**src/ima_pkg.sv**
```systemverilog
// Shared types, constants and step table for the IMA ADPCM decoder.
`timescale 1ns / 1ps

package ima_pkg;

   localparam int CODE_W  = 4;
   localparam int INDEX_W = 7;
   localparam int PCM_W   = 16;
   localparam int STEP_W  = 15;
   localparam int CSR_IDX_W  = 1;
   localparam int CSR_DATA_W = 16;

   localparam logic [INDEX_W-1:0] MAX_STEP_INDEX = 7'd88;
   localparam logic signed [PCM_W-1:0] PCM_MAX = 16'sh7fff;
   localparam logic signed [PCM_W-1:0] PCM_MIN = -16'sh8000;

   typedef enum logic [CSR_IDX_W-1:0] {
      CSR_START_PREDICTOR  = 1'b0,
      CSR_START_STEP_INDEX = 1'b1
   } csr_index_type;

   localparam logic [STEP_W-1:0] STEP_SIZE_LUT [0:88] = '{
      15'd7,     15'd8,     15'd9,     15'd10,    15'd11,    15'd12,    15'd13,
      15'd14,    15'd16,    15'd17,    15'd19,    15'd21,    15'd23,    15'd25,
      15'd28,    15'd31,    15'd34,    15'd37,    15'd41,    15'd45,    15'd50,
      15'd55,    15'd60,    15'd66,    15'd73,    15'd80,    15'd88,    15'd97,
      15'd107,   15'd118,   15'd130,   15'd143,   15'd157,   15'd173,   15'd190,
      15'd209,   15'd230,   15'd253,   15'd279,   15'd307,   15'd337,   15'd371,
      15'd408,   15'd449,   15'd494,   15'd544,   15'd598,   15'd658,   15'd724,
      15'd796,   15'd876,   15'd963,   15'd1060,  15'd1166,  15'd1282,  15'd1411,
      15'd1552,  15'd1707,  15'd1878,  15'd2066,  15'd2272,  15'd2499,  15'd2749,
      15'd3024,  15'd3327,  15'd3660,  15'd4026,  15'd4428,  15'd4871,  15'd5358,
      15'd5894,  15'd6484,  15'd7132,  15'd7845,  15'd8630,  15'd9493,  15'd10442,
      15'd11487, 15'd12635, 15'd13899, 15'd15289, 15'd16818, 15'd18500, 15'd20350,
      15'd22385, 15'd24623, 15'd27086, 15'd29794, 15'd32767
   };

   // index adjustment per magnitude
   localparam logic signed [4:0] INDEX_MOVE [0:7] = '{
      -5'sd1, -5'sd1, -5'sd1, -5'sd1, 5'sd2, 5'sd4, 5'sd6, 5'sd8
   };

   typedef struct packed {
      logic signed [PCM_W-1:0] predictor;
      logic [INDEX_W-1:0]      step_index;
   } dec_state_type;

   function automatic logic [STEP_W-1:0] step_lookup(input logic [INDEX_W-1:0] idx);
      logic [INDEX_W-1:0] safe;
      safe = (idx > MAX_STEP_INDEX) ? MAX_STEP_INDEX : idx;
      return STEP_SIZE_LUT[safe];
   endfunction

endpackage

```
**src/ima_req_if.sv**
```systemverilog
// Input channel: one ADPCM code word per handshake.
`timescale 1ns / 1ps

interface ima_req_if;
   logic       valid;
   logic       ready;
   logic [3:0] adpcm_code;
   logic       restart;
   logic       end_of_block;

   modport source (output valid, adpcm_code, restart, end_of_block, input ready);
   modport sink   (input valid, adpcm_code, restart, end_of_block, output ready);
endinterface

```
**src/ima_rsp_if.sv**
```systemverilog
// Result channel: one decoded PCM sample word per handshake.
`timescale 1ns / 1ps

interface ima_rsp_if;
   logic              valid;
   logic              ready;
   logic signed [15:0] pcm_sample;
   logic [6:0]        next_step_index;
   logic              last_of_block;

   modport source (output valid, pcm_sample, next_step_index, last_of_block, input ready);
   modport sink   (input valid, pcm_sample, next_step_index, last_of_block, output ready);
endinterface

```
**src/ima_decode.sv**
```systemverilog
// Combinational decode of one code: step lookup, difference, saturation, index update.
`timescale 1ns / 1ps

module ima_decode (
   input  ima_pkg::dec_state_type         cur,
   input  logic [ima_pkg::CODE_W-1:0]     code,
   output ima_pkg::dec_state_type         nxt
);
   import ima_pkg::*;

   localparam logic signed [PCM_W+1:0] SUM_MAX = 18'sd32767;
   localparam logic signed [PCM_W+1:0] SUM_MIN = -18'sd32768;

   logic [2:0]               mag;
   logic [STEP_W-1:0]        step;
   logic [STEP_W+2:0]        prod;
   logic [PCM_W-1:0]         diff;
   logic signed [PCM_W+1:0]  pred_ext;
   logic signed [PCM_W+1:0]  diff_ext;
   logic signed [PCM_W+1:0]  sum;
   logic signed [INDEX_W+1:0] idx_sum;

   always_comb begin
      mag  = code[2:0];
      step = step_lookup(cur.step_index);
      prod = 18'(step) * 18'(mag);
      diff = 16'(prod >> 2) + 16'(step >> 3);

      pred_ext = {{2{cur.predictor[PCM_W-1]}}, cur.predictor};
      diff_ext = $signed({2'b00, diff});
      sum = code[3] ? (pred_ext - diff_ext) : (pred_ext + diff_ext);

      if (sum > SUM_MAX) begin
         nxt.predictor = PCM_MAX;
      end else if (sum < SUM_MIN) begin
         nxt.predictor = PCM_MIN;
      end else begin
         nxt.predictor = sum[PCM_W-1:0];
      end

      idx_sum = $signed({2'b00, cur.step_index}) + 9'(INDEX_MOVE[mag]);
      if (idx_sum < 0) begin
         nxt.step_index = '0;
      end else if (idx_sum > $signed({2'b00, MAX_STEP_INDEX})) begin
         nxt.step_index = MAX_STEP_INDEX;
      end else begin
         nxt.step_index = idx_sum[INDEX_W-1:0];
      end
   end

endmodule

```
**src/ima_adpcm_decoder.sv**
```systemverilog
// IMA ADPCM 4-bit decoder top level: input stage, decode state and result register.
// Data path: an accepted code word is held in the input register, then the decoded word
// is loaded into the result register when the result stage can advance.
// Throughput: one code word per cycle unless results stall; the predictor/index recurrence
// closes in the single decode stage between the input register and the result register.
// Reset (synchronous, active high) clears predictor, step index, start registers and valids.
`timescale 1ns / 1ps

module ima_adpcm_decoder (
   input  logic                              clock,
   input  logic                              reset,
   input  logic                              csr_we,
   input  logic [ima_pkg::CSR_IDX_W-1:0]     csr_index,
   input  logic [ima_pkg::CSR_DATA_W-1:0]    csr_wdata,
   ima_req_if.sink                           req_chan,
   ima_rsp_if.source                         rsp_chan
);
   import ima_pkg::*;

   // configuration
   logic signed [PCM_W-1:0] start_pred_ff;
   logic [INDEX_W-1:0]      start_idx_ff;

   // decoder state
   dec_state_type state_ff;
   dec_state_type state_in;
   dec_state_type cur;

   // input stage
   logic                s1_vld_ff;
   logic [CODE_W-1:0]   s1_code_ff;
   logic                s1_restart_ff;
   logic                s1_eob_ff;

   // result stage
   logic                out_vld_ff;
   logic signed [PCM_W-1:0] out_pcm_ff;
   logic [INDEX_W-1:0]  out_idx_ff;
   logic                out_eob_ff;

   logic out_adv;
   logic s1_fire;
   logic req_fire;

   assign out_adv  = !out_vld_ff || rsp_chan.ready;
   assign s1_fire  = s1_vld_ff && out_adv;
   assign req_chan.ready = !s1_vld_ff || out_adv;
   assign req_fire = req_chan.valid && req_chan.ready;

   always_ff @(posedge clock) begin
      if (reset) begin
         start_pred_ff <= '0;
         start_idx_ff  <= '0;
      end else if (csr_we) begin
         case (csr_index_type'(csr_index))
            CSR_START_PREDICTOR:  start_pred_ff <= csr_wdata[PCM_W-1:0];
            CSR_START_STEP_INDEX: start_idx_ff  <= csr_wdata[INDEX_W-1:0];
            default: ;
         endcase
      end
   end

   // restart reloads state ahead of decode; start index saturates to the table end
   always_comb begin
      if (s1_restart_ff) begin
         cur.predictor  = start_pred_ff;
         cur.step_index = (start_idx_ff > MAX_STEP_INDEX) ? MAX_STEP_INDEX : start_idx_ff;
      end else begin
         cur = state_ff;
      end
   end

   ima_decode u_decode (
      .cur  (cur),
      .code (s1_code_ff),
      .nxt  (state_in)
   );

   always_ff @(posedge clock) begin
      if (reset) begin
         state_ff   <= '0;
         s1_vld_ff  <= 1'b0;
         out_vld_ff <= 1'b0;
      end else begin
         if (s1_fire) begin
            state_ff <= state_in;
         end
         if (req_chan.ready) begin
            s1_vld_ff <= req_chan.valid;
         end
         if (out_adv) begin
            out_vld_ff <= s1_vld_ff;
         end
      end
   end

   always_ff @(posedge clock) begin
      if (req_fire) begin
         s1_code_ff    <= req_chan.adpcm_code;
         s1_restart_ff <= req_chan.restart;
         s1_eob_ff     <= req_chan.end_of_block;
      end
      if (s1_fire) begin
         out_pcm_ff <= state_in.predictor;
         out_idx_ff <= state_in.step_index;
         out_eob_ff <= s1_eob_ff;
      end
   end

   assign rsp_chan.valid           = out_vld_ff;
   assign rsp_chan.pcm_sample      = out_pcm_ff;
   assign rsp_chan.next_step_index = out_idx_ff;
   assign rsp_chan.last_of_block   = out_eob_ff;

   a_reset_clears_out: assert property (@(posedge clock) reset |=> !rsp_chan.valid)
      else $error("result valid after reset");

   a_index_range: assert property (@(posedge clock) disable iff (reset)
      rsp_chan.valid |-> (rsp_chan.next_step_index <= MAX_STEP_INDEX))
      else $error("step index out of range");

   a_state_tracks_out: assert property (@(posedge clock) disable iff (reset)
      s1_fire |=> (state_ff.predictor == rsp_chan.pcm_sample
                   && state_ff.step_index == rsp_chan.next_step_index))
      else $error("decoder state differs from emitted word");

   a_no_overrun: assert property (@(posedge clock) disable iff (reset)
      (s1_vld_ff && !out_adv) |-> !req_chan.ready)
      else $error("input stage overrun");

endmodule
```
**src/flat_wrapper.sv**
```systemverilog
// flat-port wrapper written by rule: the top's interface ports become plain ports
module ima_adpcm_decoder_flat import ima_pkg::*;
  (clock, reset, csr_we, csr_index, csr_wdata, req_chan_valid, req_chan_adpcm_code, req_chan_restart, req_chan_end_of_block, req_chan_ready, rsp_chan_valid, rsp_chan_pcm_sample, rsp_chan_next_step_index, rsp_chan_last_of_block, rsp_chan_ready);
  ima_req_if req_chan_i ();
  ima_rsp_if rsp_chan_i ();
  input  logic clock;
  input  logic reset;
  input  logic csr_we;
  input  logic [ima_pkg::CSR_IDX_W-1:0] csr_index;
  input  logic [ima_pkg::CSR_DATA_W-1:0] csr_wdata;
  input wire logic [$bits(req_chan_i.valid)-1:0] req_chan_valid;
  input wire logic [$bits(req_chan_i.adpcm_code)-1:0] req_chan_adpcm_code;
  input wire logic [$bits(req_chan_i.restart)-1:0] req_chan_restart;
  input wire logic [$bits(req_chan_i.end_of_block)-1:0] req_chan_end_of_block;
  output wire logic [$bits(req_chan_i.ready)-1:0] req_chan_ready;
  output wire logic [$bits(rsp_chan_i.valid)-1:0] rsp_chan_valid;
  output wire logic [$bits(rsp_chan_i.pcm_sample)-1:0] rsp_chan_pcm_sample;
  output wire logic [$bits(rsp_chan_i.next_step_index)-1:0] rsp_chan_next_step_index;
  output wire logic [$bits(rsp_chan_i.last_of_block)-1:0] rsp_chan_last_of_block;
  input wire logic [$bits(rsp_chan_i.ready)-1:0] rsp_chan_ready;
  assign req_chan_i.valid = req_chan_valid;
  assign req_chan_i.adpcm_code = req_chan_adpcm_code;
  assign req_chan_i.restart = req_chan_restart;
  assign req_chan_i.end_of_block = req_chan_end_of_block;
  assign req_chan_ready = req_chan_i.ready;
  assign rsp_chan_valid = rsp_chan_i.valid;
  assign rsp_chan_pcm_sample = rsp_chan_i.pcm_sample;
  assign rsp_chan_next_step_index = rsp_chan_i.next_step_index;
  assign rsp_chan_last_of_block = rsp_chan_i.last_of_block;
  assign rsp_chan_i.ready = rsp_chan_ready;
  ima_adpcm_decoder u_core (.clock(clock), .reset(reset), .csr_we(csr_we), .csr_index(csr_index), .csr_wdata(csr_wdata), .req_chan(req_chan_i), .rsp_chan(rsp_chan_i));
endmodule
```
**config.mk**
```make
export PLATFORM = sky130hd
export DESIGN_NAME = ima_adpcm_decoder_flat
export DESIGN_NICKNAME = d
export VERILOG_FILES = /design/src/ima_pkg.sv /design/src/ima_req_if.sv /design/src/ima_rsp_if.sv /design/src/ima_decode.sv /design/src/ima_adpcm_decoder.sv /design/src/flat_wrapper.sv
export SDC_FILE = /design/constraint.sdc
export NUM_CORES = 1
export LEC_CHECK = 0
export ABC_AREA = 1
export BUFFER_PORTS_ARGS = -buffer_cell sky130_fd_sc_hd__buf_4
export CORE_MARGIN = 4
export CORE_UTILIZATION = 60
export DETAILED_ROUTE_END_ITERATION = 10
export PLACE_DENSITY = 0.79
export RECOVER_POWER = 25
export REMOVE_ABC_BUFFERS = 1
export SLEW_MARGIN = 20
export SYNTH_ARGS = -nofsm -noshare
export SYNTH_HDL_FRONTEND = slang
export SYNTH_SLANG_ARGS = --single-unit
```
**constraint.sdc**
```tcl
create_clock -name clock -period 12.7 [get_ports clock]
set_input_delay 1.27 -clock clock [delete_from_list [all_inputs] [get_ports clock]]
set_output_delay 1.27 -clock clock [all_outputs]
set_load 0.03 [all_outputs]
```
==> summary.log, run 1 <==
INFO  global_route   grt-ovfl-total=0
INFO  placed_design  port-buffer-count=53
INFO  sta            tightest_slew=0.923ns
INFO  clocking       clkSlewWorstSetupHoldPaths=0.06ns
INFO  floorplanning  initial_utilization=61.2%
INFO  logic_synthesis synth.largest_area_cell=nand2_1
INFO  clocking       ctsHoldBuffers=0
INFO  floorplanning  die_area=16,100squm
INFO  detailed_routing vias_cell=5.58
INFO  setup_path     timing.critical_path.mode_cell=nand2_1
INFO  logic_synthesis synth_edf_count=30
INFO  cells_and_area number_of_antenna_cells_inserted=0
INFO  hold_path      timing.hold.worst.start=u_core.s1_eob_ff
INFO  logic_synthesis synth_top_area_cells=nand2_1 15%, dfxtp_1 11%, edfxtp_1 11%, ha_1 10%, inv_1 8.7%
INFO  pwr            irDropWorstVdd=0.000183V
INFO  setup_path     critPathKind=flop to flop
INFO  setup_path     endpoint_kind=flop
INFO  detailed_routing first_pass_iters=7
INFO  sta            achievable-frequency=99.8MHz
INFO  sta            report.final.slew_viol_count=0
INFO  clocking       cts_setup_buffers=0
INFO  sta            hold_violations=0
INFO  global_route   globalRouteTotalUtil=28.7%
INFO  global_route   wire_length_of_the_first_global_routing_pass=38.3mm
INFO  detailed_routing drt_first_iter_violations=958
INFO  clocking       cts_repair_resize_count=0
INFO  clocking       clock_tree_from_tritoncts=done
INFO  setup_path     crit_start=u_core.s1_restart_ff
INFO  cells_and_area final.fill_count=1,275
INFO  logic_synthesis post_synth_instance_area=8460squm
INFO  placed_design  post-dp-hpwl=18.4mm
INFO  placed_design  post-place-ws=2.91ns
INFO  setup_path     timing.critical_path.required=12.98ns
INFO  pwr            power_density=206nW/um^2
INFO  sta            finalHoldWorstSlack=0.422ns
INFO  logic_synthesis syn-mean-instance-area=6.46squm
INFO  floorplanning  die_width=127um
INFO  logic_synthesis synthCells=1,311
INFO  sta            finalWorstPathRequiredPeriod=10.02ns
INFO  status         run_status=complete, no violations
INFO  logic_synthesis synth_common_cells=330 x nand2_1, 197 x inv_1, 118 x nand3_1
INFO  global_route   antenna_found_initial=0
INFO  logic_synthesis yosysSeqAreaShare=22.0%
INFO  pwr            p_leak=4.74nW
INFO  global_route   number_of_global_route_vias_before_repair=8,021
INFO  sta            period_share=78.9%
INFO  cells_and_area area_growth_from_synthesis_to_layout=8.04%
INFO  clocking       worstSkewPairLatency=0.33ns
INFO  detailed_routing postRouteAntennaNets=0
INFO  setup_path     cpMaxStageDelayCell=o311ai_0
INFO  run            maxCapViolations=0
INFO  hold_path      hp-class=flop to flop
INFO  clocking       clock-root-buffer=clkbuf_16
INFO  sta            slew_margin_rel=38.2%
INFO  clocking       numClockSinks=78
INFO  logic_synthesis main_synth_ff_type=dfxtp_1
INFO  setup_path     worst_path_largest_cell_delay=0.58ns
INFO  sta            grt_setup_unrepaired=false
INFO  sta            finalSetupTns=0ns
INFO  setup_path     critical_path_arrival=10.30ns
INFO  clocking       cts_max_level=3
INFO  detailed_routing drt_wl_total=23.1mm
INFO  logic_synthesis netlist.area_leader.share=14.6%
INFO  logic_synthesis yosys_register_bits=78
INFO  floorplanning  dieHeight=127um
INFO  sta            postLayoutSetupSlackWorst=2.68ns
INFO  logic_synthesis yosysMostFrequentCell=nand2_1
INFO  floorplanning  io_pins=54
INFO  sta            report.final.setup_viol=0
INFO  setup_path     worstPathMaxFanout=43
INFO  placed_design  place.gp.congestion=1.04
INFO  cells_and_area num-nets-final=1,457
INFO  floorplanning  placementRows=43
INFO  detailed_routing num_vias=8,522
INFO  detailed_routing post-route-drc-count=0
INFO  logic_synthesis synthesis.yosys.warnings=0
INFO  setup_path     worst_setup_path_start_kind=flop
INFO  global_route   pin_count_of_the_biggest_net_entering_global_routing=48
INFO  floorplanning  core_area=13,800squm
INFO  clocking       ctsLongestPathBuffers=2
INFO  cells_and_area drive_above_1_share=8.32%
INFO  setup_path     reg2reg_from=u_core.s1_restart_ff
INFO  clocking       cts-buffers-inserted=9
INFO  detailed_routing routed_wire_length_per_instance=15.2um
INFO  logic_synthesis async_set_or_reset_register_ratio_after_synthesis=0%
INFO  logic_synthesis synthDistinctLibCells=50
INFO  sta            clock-skew-final=0.00520ns
==> cell usage in the layout, fill, tap and decap left out, types with 30 or more instances in the layout <==
cell type and count:
dfxtp_1 48, nand3_1 118, edfxtp_1 30, ha_1 71, buf_4 31, a21oi_1 91, nor2_1 107, inv_1 197
nand2_1 330, o21ai_0 80
==> area by class of cell <==
type,instances,area (sq um),share of cell area [%]
clock buffers,11,254,2.78
repair buffers,57,357,3.90
well taps,180,225,2.46
flip-flops and latches,78,1860,20.4
multi-input cells,989,5640,61.7
inverters,206,773,8.46
clock inverters,5,33.8,0.369
==> critical path: cells and delay by family (launching register included) <==
| kind | cells | cell delay, ns |
|---|---|---|
| DFF | 1 | 0.35 |
| adders and majority gates | 6 | 2.08 |
| and+or+nand+nor | 24 | 3.93 |
| AOI/OAI and AO/OA | 5 | 1.66 |
| xor gates and xnor gates | 3 | 0.53 |
| buffers and inverters | 9 | 1.36 |
==> registers in the layout, summed over array words and instances, names as in the netlist <==
signal and count:
u_core.rsp_chan.last_of_block 1, u_core.s1_code_ff 4, u_core.rsp_chan.next_step_index 7, u_core.state_ff 23, u_core.start_pred_ff 16, u_core.rsp_chan.valid 1, u_core.s1_eob_ff 1, u_core.rsp_chan.pcm_sample 16
u_core.start_idx_ff 7, u_core.s1_vld_ff 1, u_core.s1_restart_ff 1
==> kinds of logic (layout without fill, tap and decap cells) <==
kind of cell | count (synthesis) | count (layout) | synth area share [%]
buffers and inverters | 244 | 279 | 11.4
DFF | 78 | 78 | 22.0
xor gates and xnor gates | 52 | 52 | 5.65
and+or+nand+nor | 625 | 625 | 31.9
AOI/OAI and AO/OA | 224 | 224 | 14.5
adders and majority gates | 88 | 88 | 14.5
==> metal layers <==
metal	share of wire, %	vias to the layer above	global-route usage (%)
li1	-	4284	-
met5	0	-	0
met3	6.8	66	2.91
met1	43	3840	38.1
met4	3.7	0	10.5
met2	47	332	48.5
==> per-stage QoR <==
stage | utilization (%) | power [W] | std cells | cell area (sq um)
floorplan | - | 0.00138 | 1273 | 8270
detailed placement | 64.6 | 0.00164 | 1510 | 8930
global placement | 64.6 | 0.00162 | 1510 | 8930
global route | 66.1 | 0.00207 | 1526 | 9140
CTS | 66.6 | 0.00189 | 1526 | 9220
finish | 66.1 | 0.00188 | 1526 | 9140
==> power by group <==
part | switching, W | internal [W]
Clock | 0.0000997 | 0.000144
Sequential | 0.0000136 | 0.000317
Combinational | 0.000835 | 0.000472
==> path summary, 6_finish.rpt <==
path,to,slack (ns),depth (start not counted)
worst max-delay path,u_core.state_ff[19],2.68,47
worst min-delay path,u_core.rsp_chan.last_of_block,0.42,0
worst max register to register,u_core.state_ff[19],2.68,47
worst min register to register,u_core.rsp_chan.last_of_block,0.42,0
(Power assumes the default switching activity.)
==> run 2, diff against run 1 <==
ABC_AREA = 0   (was 1)
clock period = 10.2 ns   (was 12.7 ns; I/O delays follow)
==> run 2 against run 1 <==
Effect of this change: non-clock buffer count increased by 48; area after synthesis decreased by 2.7%; final area increased by 3.9%; critical path depth decreased by 1; global-route usage increased by 1.9 points; sequential power increased by 20%; clock skew increased by 0.0034 ns; via count decreased by 1.5%.
==> summary.log, run 2 <==
INFO  status         run_status=complete, no violations [unchanged]
INFO  cells_and_area num-nets-final=1,235 [was 1,457]
INFO  detailed_routing num_vias=8,398 [was 8,522]
INFO  detailed_routing vias_cell=6.46 [was 5.58]
INFO  logic_synthesis synth_common_cells=132 x nand2_1, 104 x a21oi_1, 92 x nor2_1 [was 330 x nand2_1, 197 x inv_1, 118 x nand3_1]
INFO  placed_design  post-place-ws=-0.00149ns [was 2.91 ns]
INFO  hold_path      hp-class=flop to flop [unchanged]
INFO  detailed_routing drt_first_iter_violations=933 [was 958]
INFO  cells_and_area drive_above_1_share=17.0% [was 8.32%]
INFO  clocking       cts-buffers-inserted=9 [unchanged]
INFO  detailed_routing first_pass_iters=7 [unchanged]
INFO  logic_synthesis async_set_or_reset_register_ratio_after_synthesis=0% [unchanged]
INFO  logic_synthesis yosys_register_bits=78 [unchanged]
INFO  global_route   globalRouteTotalUtil=30.6% [was 28.7%]
INFO  floorplanning  die_area=15,700squm [was 16,100 sq um]
INFO  logic_synthesis synth.largest_area_cell=dfxtp_1 [was nand2_1]
INFO  sta            clock-skew-final=0.00862ns [was 0.00520 ns]
INFO  floorplanning  io_pins=54 [unchanged]
INFO  logic_synthesis syn-mean-instance-area=7.78squm [was 6.46 sq um]
INFO  setup_path     critical_path_arrival=9.72ns [was 10.30 ns]
INFO  run            maxCapViolations=0 [unchanged]
INFO  logic_synthesis post_synth_instance_area=8230squm [was 8460 sq um]
INFO  logic_synthesis synth_top_area_cells=dfxtp_1 12%, edfxtp_1 11%, ha_1 11%, a21oi_1 6.3%, nand2_1 6.0% [was nand2_1 15%, dfxtp_1 11%, edfxtp_1 11%, ha_1 10%, inv_1 8.7%]
INFO  setup_path     timing.critical_path.required=10.26ns [was 12.98 ns]
INFO  clocking       numClockSinks=78 [unchanged]
INFO  cells_and_area final_area=9500squm [was 9140 sq um]
INFO  clocking       clkSlewWorstSetupHoldPaths=0.06ns [about the same]
INFO  setup_path     endpoint_kind=flop [unchanged]
INFO  cells_and_area final.fill_count=1,058 [was 1,275]
INFO  logic_synthesis synthCells=1,059 [was 1,311]
INFO  sta            tightest_slew=1.24ns [was 0.923 ns]
INFO  pwr            p_leak=4.05nW [was 4.74 nW]
INFO  logic_synthesis synthDistinctLibCells=80 [was 50]
INFO  placed_design  place.gp.congestion=1.00 [was 1.04]
INFO  global_route   pin_count_of_the_biggest_net_entering_global_routing=51 [was 48]
INFO  global_route   grt-ovfl-total=0 [unchanged]
INFO  cells_and_area number_of_antenna_cells_inserted=0 [unchanged]
INFO  sta            hold_violations=0 [unchanged]
INFO  cells_and_area commonest_non_fill_non_tap_cell_in_the_layout=nand2_1 [unchanged]
INFO  clocking       worstSkewPairLatency=0.33ns [about the same]
INFO  detailed_routing postRouteAntennaNets=0 [unchanged]
INFO  detailed_routing post-route-drc-count=0 [unchanged]
INFO  setup_path     worstPathMaxFanout=20 [was 43]
INFO  cells_and_area regMostFlops=u_core.state_ff [unchanged]
INFO  sta            finalWorstPathRequiredPeriod=9.66ns [was 10.02 ns]
INFO  floorplanning  core_area=13,300squm [was 13,800 sq um]
INFO  logic_synthesis synth_edf_count=30 [unchanged]
INFO  pwr            power_density=188nW/um^2 [was 206 nW/um^2]
INFO  detailed_routing routed_wire_length_per_instance=19.2um [was 15.2 um]
INFO  logic_synthesis yosysSeqAreaShare=22.6% [was 22.0%]
INFO  clocking       ctsLongestPathBuffers=2 [unchanged]
INFO  sta            slew_margin_rel=16.9% [was 38.2%]
INFO  global_route   number_of_global_route_vias_before_repair=7,788 [was 8,021]
INFO  placed_design  detailed_place.area=8890squm [was 8930 sq um]
INFO  detailed_routing drt_wl_total=25.0mm [was 23.1 mm]
INFO  placed_design  port-buffer-count=53 [unchanged]
INFO  clocking       clock_tree_from_tritoncts=done [unchanged]
INFO  setup_path     worst_path_largest_cell_delay=0.46ns [was 0.58 ns]
INFO  clocking       cts_max_level=3 [unchanged]
INFO  floorplanning  initial_utilization=61.7% [was 61.2%]
INFO  global_route   wire_length_of_the_first_global_routing_pass=39.9mm [was 38.3 mm]
INFO  sta            postLayoutSetupSlackWorst=0.540ns [was 2.68 ns]
INFO  logic_synthesis main_synth_ff_type=dfxtp_1 [unchanged]
INFO  logic_synthesis netlist.area_leader.share=11.7% [was 14.6%]
INFO  clocking       clock-root-buffer=clkbuf_16 [unchanged]
INFO  pwr            totalPowerFinal=0.00179W [was 0.00188 W]
INFO  setup_path     critPathKind=flop to flop [unchanged]
INFO  setup_path     cpMaxStageDelayCell=edfxtp_1 [was o311ai_0]
INFO  logic_synthesis yosysMostFrequentCell=nand2_1 [unchanged]
INFO  cells_and_area fin_util=71.1% [was 66.1%]
INFO  floorplanning  placementRows=42 [was 43]
INFO  cells_and_area area_growth_from_synthesis_to_layout=15.3% [was 8.04%]
INFO  floorplanning  dieHeight=125um [was 127 um]
INFO  sta            achievable-frequency=104MHz [was 99.8 MHz]
INFO  sta            report.final.slew_viol_count=0 [unchanged]
INFO  setup_path     worst_setup_path_start_kind=flop [unchanged]
INFO  placed_design  post-dp-hpwl=18.3mm [was 18.4 mm]
INFO  cells_and_area layout_common_cells=132 x nand2_1, 98 x a21oi_1, 94 x buf_4, 86 x nor2_1, 60 x ha_1 [was 330 x nand2_1, 197 x inv_1, 118 x nand3_1, 107 x nor2_1, 91 x a21oi_1]
INFO  global_route   antenna_found_initial=0 [unchanged]
INFO  logic_synthesis synthesis.yosys.warnings=0 [unchanged]
INFO  sta            period_share=94.7% [was 78.9%]
INFO  sta            report.final.setup_viol=0 [unchanged]
INFO  floorplanning  die_width=125um [was 127 um]
INFO  cells_and_area largest_reg_flops=23 [unchanged]
INFO  pwr            irDropWorstVdd=0.000110V [was 0.000183 V]
## run 2: cell count changes after synthesis, moves of 25 or more
cell      change
a211oi_1     +35
inv_1       -156
nand2_1     -198
nand2_2      -25
nand2b_1     +29
nand3_1      -87
o21ai_0      -28
## run 2: kinds of logic (layout without fill, tap and decap cells)
group	count (synthesis)	after routing	share of synthesized area (%)
adders and majority gates	88	88	14.9
DFF	78	78	22.6
AOI/OAI and AO/OA	348	348	27.8
xor gates and xnor gates	52	52	5.70
and+or+nand+nor	371	371	21.2
muxes	20	20	2.70
buffers and inverters	102	167	5.14
## run 2: final cells by class
type,count,area (sq um),area share (%)
Tap cell,176,220,2.32
Timing Repair Buffer,105,801,8.43
Inverter,46,173,1.82
Sequential cell,78,1860,19.6
Clock buffer,11,233,2.45
Multi-Input combinational cell,879,6120,64.5
Clock inverter,5,83.8,0.883
## run 2: layer usage
layer / GRT usage [%] / wire [um] / up-vias
met5: 0 / 0 / -
met1: 42.5 / 11000 / 3912
met3: 5.20 / 1910 / 71
li1: - / - / 3988
met4: 10.1 / 702 / 0
met2: 48.6 / 11400 / 427
## run 2: through the flow
stage	TNS [ns]	std cells	hold slack, ns
2_1_floorplan	-1.55	1003	0.400
3_3_place_gp	0	1270	0.422
3_5_place_dp	-0.00149	1270	0.428
4_1_cts	0	1289	0.441
5_1_grt	-0.496	1300	0.445
6_report	0	1300	0.443
## run 2: power breakdown
part,internal (W),switching (W)
Clock,0.000215,0.000122
Combinational,0.000448,0.000609
Sequential,0.000376,0.0000192
Total,0.00104,0.000750
## run 2: final timing paths
path	start	cells past startpoint	slack [ns]	end
setup / recovery	u_core.s1_restart_ff	46	0.54	u_core.rsp_chan.pcm_sample[9]
hold / removal	u_core.s1_eob_ff	0	0.44	u_core.rsp_chan.last_of_block
setup reg to reg	u_core.s1_restart_ff	46	0.54	u_core.rsp_chan.pcm_sample[9]
hold reg to reg	u_core.s1_eob_ff	0	0.44	u_core.rsp_chan.last_of_block
## run 2: repair_timing
item	in CTS	in global routing
resized for setup	0	52
buffers inserted	3	11
pin swaps	0	17
endpoints found under the setup margin	13	32
hold buffers	0	0
## run 2: critical path, delay by kind of cell (launching register included)
kind | cells | cell delay, ns
DFF | 1 | 0.46
AOI/OAI and AO/OA | 21 | 4.12
buffers and inverters | 7 | 0.99
adders and majority gates | 6 | 1.81
xor gates and xnor gates | 3 | 0.67
and+or+nand+nor | 9 | 1.36
